`config.mk`:
```
export PLATFORM = sky130hd
export DESIGN_NAME = beep_pattern_sequencer
export DESIGN_NICKNAME = d
export VERILOG_FILES = /design/src/rtl/bps_pkg.sv /design/src/rtl/beep_pattern_sequencer.sv
export SDC_FILE = /design/constraint.sdc
export NUM_CORES = 1
export LEC_CHECK = 0
export BUFFER_PORTS_ARGS = -buffer_cell sky130_fd_sc_hd__buf_2
export CORE_MARGIN = 3
export CORE_UTILIZATION = 40
export CTS_BUF_LIST = sky130_fd_sc_hd__clkbuf_2 sky130_fd_sc_hd__clkbuf_4 sky130_fd_sc_hd__clkbuf_8
export CTS_CLUSTER_SIZE = 28
export DETAILED_ROUTE_END_ITERATION = 10
export GPL_ROUTABILITY_DRIVEN = 0
export PLACE_DENSITY = 0.67
export SYNTH_ARGS = -nofsm -noshare
export SYNTH_HDL_FRONTEND = slang
export SYNTH_SLANG_ARGS = --single-unit
```
`constraint.sdc`:
```
create_clock -name clk_i -period 7.6 [get_ports clk_i]
set_input_delay 0.38 -clock clk_i [delete_from_list [all_inputs] [get_ports clk_i]]
set_output_delay 0.38 -clock clk_i [all_outputs]
set_load 0.005 [all_outputs]
```
`src/rtl/bps_pkg.sv`:
```
package bps_pkg;

  localparam int unsigned RegW   = 16;
  localparam int unsigned NumRegs = 8;
  localparam int unsigned CfgIdxW = 4;

  typedef enum logic [1:0] {
    CMD_TICK  = 2'd0,
    CMD_START = 2'd1,
    CMD_STOP  = 2'd2,
    CMD_ACK   = 2'd3
  } cmd_e;

  typedef enum logic [1:0] {
    PAT_SINGLE = 2'd0,
    PAT_TRIPLE = 2'd1,
    PAT_IDLE   = 2'd2
  } pat_e;

  typedef enum logic [CfgIdxW-1:0] {
    REG_MAIN_TONE     = 4'd0,
    REG_IDLE_TONE     = 4'd1,
    REG_SINGLE_ON     = 4'd2,
    REG_SINGLE_PAUSE  = 4'd3,
    REG_TRIPLE_ON     = 4'd4,
    REG_TRIPLE_PAUSE  = 4'd5,
    REG_IDLE_ON       = 4'd6,
    REG_IDLE_PAUSE    = 4'd7
  } reg_idx_e;

  localparam logic [RegW-1:0] RstMainTone    = 16'd2000;
  localparam logic [RegW-1:0] RstIdleTone    = 16'd1500;
  localparam logic [RegW-1:0] RstSingleOn    = 16'd50;
  localparam logic [RegW-1:0] RstSinglePause = 16'd100;
  localparam logic [RegW-1:0] RstTripleOn    = 16'd40;
  localparam logic [RegW-1:0] RstTriplePause = 16'd80;
  localparam logic [RegW-1:0] RstIdleOn      = 16'd30;
  localparam logic [RegW-1:0] RstIdlePause   = 16'd60;

  localparam logic [1:0] BeepsSingle = 2'd1;
  localparam logic [1:0] BeepsIdle   = 2'd2;
  localparam logic [1:0] BeepsTriple = 2'd3;

endpackage

```
`src/rtl/beep_pattern_sequencer.sv`:
```
// result: a request's result is registered and presented in the cycle after it is accepted
// throughput: one request per cycle, set by the single state update per request
// the input stalls only while a held result is stalled, results go back to back
// reset: asynchronous active low, sequencer goes idle with the tone off,
// registers return to their default timings and tones
module beep_pattern_sequencer (
  input  logic                           clk_i,
  input  logic                           rst_ni,
  input  logic                           cfg_we_i,
  input  logic [bps_pkg::CfgIdxW-1:0]    cfg_idx_i,
  input  logic [bps_pkg::RegW-1:0]       cfg_wdata_i,
  input  logic                           in_valid_i,
  output logic                           in_stall_o,
  input  logic [1:0]                     command_i,
  input  logic [1:0]                     pattern_i,
  output logic                           out_valid_o,
  input  logic                           out_stall_i,
  output logic                           tone_on_o,
  output logic [bps_pkg::RegW-1:0]       tone_freq_o,
  output logic                           busy_res_o,
  output logic                           done_flag_o
);

  // configuration registers
  logic [bps_pkg::RegW-1:0] main_tone_q, idle_tone_q, single_on_q, single_pause_q;
  logic [bps_pkg::RegW-1:0] triple_on_q, triple_pause_q, idle_on_q, idle_pause_q;

  // sequencer state
  logic                     running_q, running_d;
  logic                     done_q, done_d;
  logic                     in_pause_q, in_pause_d;
  logic [1:0]               cur_pattern_q, cur_pattern_d;
  logic [1:0]               beeps_left_q, beeps_left_d;
  logic [bps_pkg::RegW-1:0] elapsed_q, elapsed_d;
  logic [bps_pkg::RegW-1:0] cur_on_q, cur_on_d;
  logic [bps_pkg::RegW-1:0] cur_pause_q, cur_pause_d;
  logic                     sounding_q, sounding_d;
  logic [bps_pkg::RegW-1:0] cur_freq_q, cur_freq_d;

  // result register
  logic                     out_valid_q;
  logic                     tone_on_q;
  logic [bps_pkg::RegW-1:0] tone_freq_q;
  logic                     busy_q;
  logic                     flag_q;
  logic                     flag_d;

  logic                     accept;
  logic [bps_pkg::RegW-1:0] elapsed_inc;

  assign in_stall_o = out_valid_q & out_stall_i;
  assign accept     = in_valid_i & ~in_stall_o;

  assign elapsed_inc = (elapsed_q == {bps_pkg::RegW{1'b1}}) ? elapsed_q
                                                             : elapsed_q + 1'b1;

  always_comb begin
    running_d     = running_q;
    done_d        = done_q;
    in_pause_d    = in_pause_q;
    cur_pattern_d = cur_pattern_q;
    beeps_left_d  = beeps_left_q;
    elapsed_d     = elapsed_q;
    cur_on_d      = cur_on_q;
    cur_pause_d   = cur_pause_q;
    sounding_d    = sounding_q;
    cur_freq_d    = cur_freq_q;
    flag_d        = done_q;

    if (accept) begin
      case (command_i)
        bps_pkg::CMD_TICK: begin
          if (running_q) begin
            elapsed_d = elapsed_inc;
            if (!in_pause_q) begin
              if (elapsed_inc >= cur_on_q) begin
                sounding_d = 1'b0;
                elapsed_d  = '0;
                if (beeps_left_q > 2'd1) begin
                  beeps_left_d = beeps_left_q - 2'd1;
                  in_pause_d   = 1'b1;
                end else begin
                  running_d = 1'b0;
                  done_d    = 1'b1;
                end
              end
            end else if (elapsed_inc >= cur_pause_q) begin
              in_pause_d = 1'b0;
              elapsed_d  = '0;
              if (cur_pattern_q == bps_pkg::PAT_IDLE && beeps_left_q == 2'd1) begin
                cur_on_d = single_on_q;
              end
              cur_freq_d = main_tone_q;
              sounding_d = 1'b1;
            end
          end
        end
        bps_pkg::CMD_START: begin
          if (!running_q) begin
            done_d        = 1'b0;
            running_d     = 1'b1;
            cur_pattern_d = pattern_i;
            in_pause_d    = 1'b0;
            elapsed_d     = '0;
            sounding_d    = 1'b1;
            case (pattern_i)
              bps_pkg::PAT_TRIPLE: begin
                beeps_left_d = bps_pkg::BeepsTriple;
                cur_on_d     = triple_on_q;
                cur_pause_d  = triple_pause_q;
                cur_freq_d   = main_tone_q;
              end
              bps_pkg::PAT_IDLE: begin
                beeps_left_d = bps_pkg::BeepsIdle;
                cur_on_d     = idle_on_q;
                cur_pause_d  = idle_pause_q;
                cur_freq_d   = idle_tone_q;
              end
              default: begin
                beeps_left_d = bps_pkg::BeepsSingle;
                cur_on_d     = single_on_q;
                cur_pause_d  = single_pause_q;
                cur_freq_d   = main_tone_q;
              end
            endcase
          end
        end
        bps_pkg::CMD_STOP: begin
          sounding_d    = 1'b0;
          running_d     = 1'b0;
          done_d        = 1'b0;
          cur_pattern_d = bps_pkg::PAT_SINGLE;
          in_pause_d    = 1'b0;
          elapsed_d     = '0;
        end
        default: begin
          done_d = 1'b0;
        end
      endcase
      flag_d = (command_i == bps_pkg::CMD_ACK) ? done_q : done_d;
    end

    // main tone write also retunes the current tone
    if (cfg_we_i && cfg_idx_i == bps_pkg::REG_MAIN_TONE) begin
      cur_freq_d = cfg_wdata_i;
    end
  end

  always_ff @(posedge clk_i or negedge rst_ni) begin
    if (!rst_ni) begin
      main_tone_q    <= bps_pkg::RstMainTone;
      idle_tone_q    <= bps_pkg::RstIdleTone;
      single_on_q    <= bps_pkg::RstSingleOn;
      single_pause_q <= bps_pkg::RstSinglePause;
      triple_on_q    <= bps_pkg::RstTripleOn;
      triple_pause_q <= bps_pkg::RstTriplePause;
      idle_on_q      <= bps_pkg::RstIdleOn;
      idle_pause_q   <= bps_pkg::RstIdlePause;
    end else if (cfg_we_i) begin
      case (cfg_idx_i)
        bps_pkg::REG_MAIN_TONE:    main_tone_q    <= cfg_wdata_i;
        bps_pkg::REG_IDLE_TONE:    idle_tone_q    <= cfg_wdata_i;
        bps_pkg::REG_SINGLE_ON:    single_on_q    <= cfg_wdata_i;
        bps_pkg::REG_SINGLE_PAUSE: single_pause_q <= cfg_wdata_i;
        bps_pkg::REG_TRIPLE_ON:    triple_on_q    <= cfg_wdata_i;
        bps_pkg::REG_TRIPLE_PAUSE: triple_pause_q <= cfg_wdata_i;
        bps_pkg::REG_IDLE_ON:      idle_on_q      <= cfg_wdata_i;
        bps_pkg::REG_IDLE_PAUSE:   idle_pause_q   <= cfg_wdata_i;
        default: ;
      endcase
    end
  end

  always_ff @(posedge clk_i or negedge rst_ni) begin
    if (!rst_ni) begin
      running_q     <= 1'b0;
      done_q        <= 1'b0;
      in_pause_q    <= 1'b0;
      cur_pattern_q <= bps_pkg::PAT_SINGLE;
      beeps_left_q  <= '0;
      elapsed_q     <= '0;
      cur_on_q      <= '0;
      cur_pause_q   <= '0;
      sounding_q    <= 1'b0;
      cur_freq_q    <= bps_pkg::RstMainTone;
    end else begin
      running_q     <= running_d;
      done_q        <= done_d;
      in_pause_q    <= in_pause_d;
      cur_pattern_q <= cur_pattern_d;
      beeps_left_q  <= beeps_left_d;
      elapsed_q     <= elapsed_d;
      cur_on_q      <= cur_on_d;
      cur_pause_q   <= cur_pause_d;
      sounding_q    <= sounding_d;
      cur_freq_q    <= cur_freq_d;
    end
  end

  always_ff @(posedge clk_i or negedge rst_ni) begin
    if (!rst_ni) begin
      out_valid_q <= 1'b0;
    end else if (accept) begin
      out_valid_q <= 1'b1;
    end else if (!out_stall_i) begin
      out_valid_q <= 1'b0;
    end
  end

  always_ff @(posedge clk_i) begin
    if (accept) begin
      tone_on_q   <= sounding_d;
      tone_freq_q <= cur_freq_d;
      busy_q      <= running_d;
      flag_q      <= flag_d;
    end
  end

  assign out_valid_o = out_valid_q;
  assign tone_on_o   = tone_on_q;
  assign tone_freq_o = tone_freq_q;
  assign busy_res_o  = busy_q;
  assign done_flag_o = flag_q;

  a_stall_when_full: assert property (@(posedge clk_i) disable iff (!rst_ni)
    out_valid_q && out_stall_i |-> in_stall_o)
    else $error("request taken while result register is held");

  a_result_follows: assert property (@(posedge clk_i) disable iff (!rst_ni)
    accept |=> out_valid_o)
    else $error("accepted request produced no result");

  a_tone_needs_run: assert property (@(posedge clk_i) disable iff (!rst_ni)
    sounding_q |-> running_q)
    else $error("tone on while sequencer idle");

  a_pause_silent: assert property (@(posedge clk_i) disable iff (!rst_ni)
    in_pause_q |-> running_q && !sounding_q)
    else $error("pause phase with tone on or sequencer idle");

endmodule

```
==> results.cfg <==
[floorplanning]
ios = 50
dieArea_sq_um = 29200
initial_core_util_pct = 41.2
die_w_microns = 171
fp.dieH_microns = 171
design.core.area_sq_um = 26400
num_rows = 59

[routing]
initialDrtViolationCount = 469
drt_pass1_iterations = 5
drt-total-wl_microns = 26200
route.detailed.wl_per_inst_microns = 19.4
drc = 0
vias_per_cell = 5.60
drtAntennaViolNets = 0
dr_total_vias = 7582

[timing]
finalHoldViolations = 0
final.setup_skew_ns = 0.0230
tightest_slew_ns = 1.02
setup_violations = 0
max_slew_margin_pct = 31.6
clock.fmax_mhz = 220
maxSlewViolCount = 0
rsz0062_at_grt = false
setup_tns_ns = 0
fin_crit_ns = 4.54
finalCritPeriodShare_pct = 59.7

[worst_setup_path]
worstPathArrival_ns = 4.88
cp_slowest_cell = a21o_1
max_stage_delay_ns = 0.68
start_kind = register
crit_type = reg2reg
cp_max_fo = 17
cp_cell_sequence = ha_1 > nand3_1 > nor4_1 > nand2_1 > xor2_1 > inv_1 > ha_1 > nor3b_1 > o21ai_0 > a21oi_1 > a21o_1 > o221ai_1 > o21ai_0
endpoint_kind = register
crit_required_ns = 7.94

[logic_synthesis]
yosys_most_used_dff = dfrtp_1
yosysUniqueCellTypes = 62
synth_xor_area_share_pct = 0.724
syn-cell-area_sq_um = 10900
syn_nets = 1025
yosys_warnings = 0
synthAdderAreaFrac_pct = 4.71
synth_top_family_by_area = multiplexers
ys_seq_area_share_pct = 51.9
synth_compound_area_share_pct = 14.1
synth_edf_count = 19
async_reset_ff_share_pct = 91.4
postSynthCellCount = 955
ys_ff_latch = 220
syn_avg_cell_area_sq_um = 11.4
synthMuxAreaShare_pct = 16.7
synth-simple-area-share_pct = 7.76

[clocking]
clk_transition_reported_paths_ns = 0.07
ctsHoldBuffers = 1
cts_resized = 0
cts_sinks = 220
clkLatencyLatePin_ns = 0.54
cts_buffers = 39
cts_tree = done
cts_setup_buffers = 0
cts-root-buf = clkbuf_8
clk_path_buf_depth = 3
htreeDepth = 2

[grt]
grt_antenna_before_repair = 0
grt_max_degree = 77
grt-ovfl-total = 0
grt_pass1_vias = 7721
grt_pass1_wl_microns = 42700
grt_usage_pct = 18.4

[placement]
placed_cells = 1285
portBuffers = 49
dp_hpwl_microns = 16900
placed_cell_area_sq_um = 11400

[cells_and_area]
antenna_cells = 0
layout.cells.non_filler = 1355
area_delta_synth_final_pct = 12.7
drive_gt1_share_pct = 32.5
nNetsFinal = 1062
fin_area_sq_um = 12300
post-route-util_pct = 46.4

[power]
finalPower_mw = 3.57
powerDensity_nw_per_um2 = 291
ir_drop_uv = 162
leakage_nw = 5.19

[status]
outcome = finished clean

[hold_path]
hold_path_class = in2reg

[flow_run]
cap_violations = 0
logic make-up (layout without fill, tap and decap cells):
| kind of cell | count (synthesis) | count (layout) |
|---|---|---|
| fa+ha+maj | 41 | 41 |
| mux | 163 | 163 |
| flops | 220 | 220 |
| xor+xnor | 9 | 9 |
| buf+inv | 113 | 178 |
| simple gates | 183 | 183 |
| compound gates | 226 | 226 |
critical path, delay by kind of cell (launching register included):
kind	cells	cell delay, ns
simple gates	4	1.28
fa+ha+maj	2	0.53
flops	1	0.42
compound gates	5	1.76
xor+xnor	1	0.26
buf+inv	1	0.10
flip-flops by register name, summed over array words and instances, names as in the netlist, 2 cells and up:
name and flops:
beeps_left_q 2, cur_freq_q 16, cur_on_q 16, cur_pattern_q 2, cur_pause_q 16, elapsed_q 16, idle_on_q 16, idle_pause_q 16
idle_tone_q 16, main_tone_q 16, single_on_q 16, single_pause_q 16, tone_freq_o 16, triple_on_q 16, triple_pause_q 16
area by class of cell:
class	count	area, sq um
clock inverters	7	65.1
well taps	335	419
inverters	43	161
fillers	2430	14200
flip-flops and latches	220	5650
multi-input cells	622	4820
clock buffers	62	772
repair buffers	66	384
cells in the mapped netlist, drive strengths merged (19+ instances only):
| cell type | number | area share, % |
|---|---|---|
| dfrtp | 164 | 38 |
| mux2 | 147 | 15 |
| nor2 | 70 | 2.4 |
| o21ai | 63 | 2.9 |
| nand2 | 59 | 2.0 |
| a21oi | 49 | 2.4 |
| clkbuf | 43 | 1.5 |
| inv | 43 | 1.5 |
| ha | 41 | 4.7 |
| dfstp | 37 | 8.9 |
| a22oi | 34 | 2.4 |
| o221ai | 32 | 2.6 |
| buf | 27 | 1.2 |
| edfxtp | 19 | 5.2 |
report_power, final:
group / switching [mW] / total, mW / internal (mW) / leakage [nW]
logic: 0.402 / 0.753 / 0.352 / 2.14
clock network: 0.481 / 1.16 / 0.679 / 0.446
registers: 0.148 / 1.66 / 1.51 / 2.60
per-stage QoR:
| stage | hold WS [ns] | setup slack, ns |
|---|---|---|
| final | 0.0609 | 3.06 |
| after global routing | 0.0503 | 2.63 |
| after CTS | 0.0389 | 3.12 |
| after detailed placement | 0.454 | 3.13 |
| after global placement | 0.456 | 3.42 |
| after floorplan | 0.0844 | 3.85 |
per-layer routing:
layer / GRT usage, % / wire [microns] / vias to the layer above
li1: - / - / 3531
met4: 5.46 / 517 / 0
met1: 26.6 / 12400 / 3832
met2: 28.8 / 12200 / 166
met5: 0 / 0 / -
met3: 2.70 / 1110 / 53
cell usage in the layout (no fill, tap or decap), types with 19 or more instances in the layout:
cell / Yosys / layout
a21oi_1: 47 / 47
a22oi_1: 33 / 33
buf_2: 3 / 48
clkbuf_8: 0 / 50
dfrtp_1: 164 / 164
dfstp_2: 37 / 37
edfxtp_1: 19 / 19
ha_1: 41 / 40
inv_1: 43 / 43
mux2_2: 147 / 147
nand2_1: 59 / 58
nor2_1: 70 / 70
o21ai_0: 61 / 61
o221ai_1: 32 / 32
path summary, 6_finish.rpt:
path	from	end	slack (ns)	cells past startpoint
max	elapsed_q[0]$_DFFE_PN0P_	tone_freq_o[10]$_DFFE_PP_	3.06	13
min	in_valid_i	out_valid_o$_DFFE_PN0P_	0.06	2
max reg2reg	elapsed_q[0]$_DFFE_PN0P_	tone_freq_o[10]$_DFFE_PP_	3.06	13
min reg2reg	cur_pause_q[7]$_DFFE_PN0P_	cur_pause_q[7]$_DFFE_PN0P_	0.48	2
max in group asynchronous	rst_ni	single_pause_q[4]$_DFFE_PN0P_	5.87	3
min in group asynchronous	rst_ni	cur_freq_q[1]$_DFF_PN0_	0.44	2
Power figures use the tool's default switching activity.
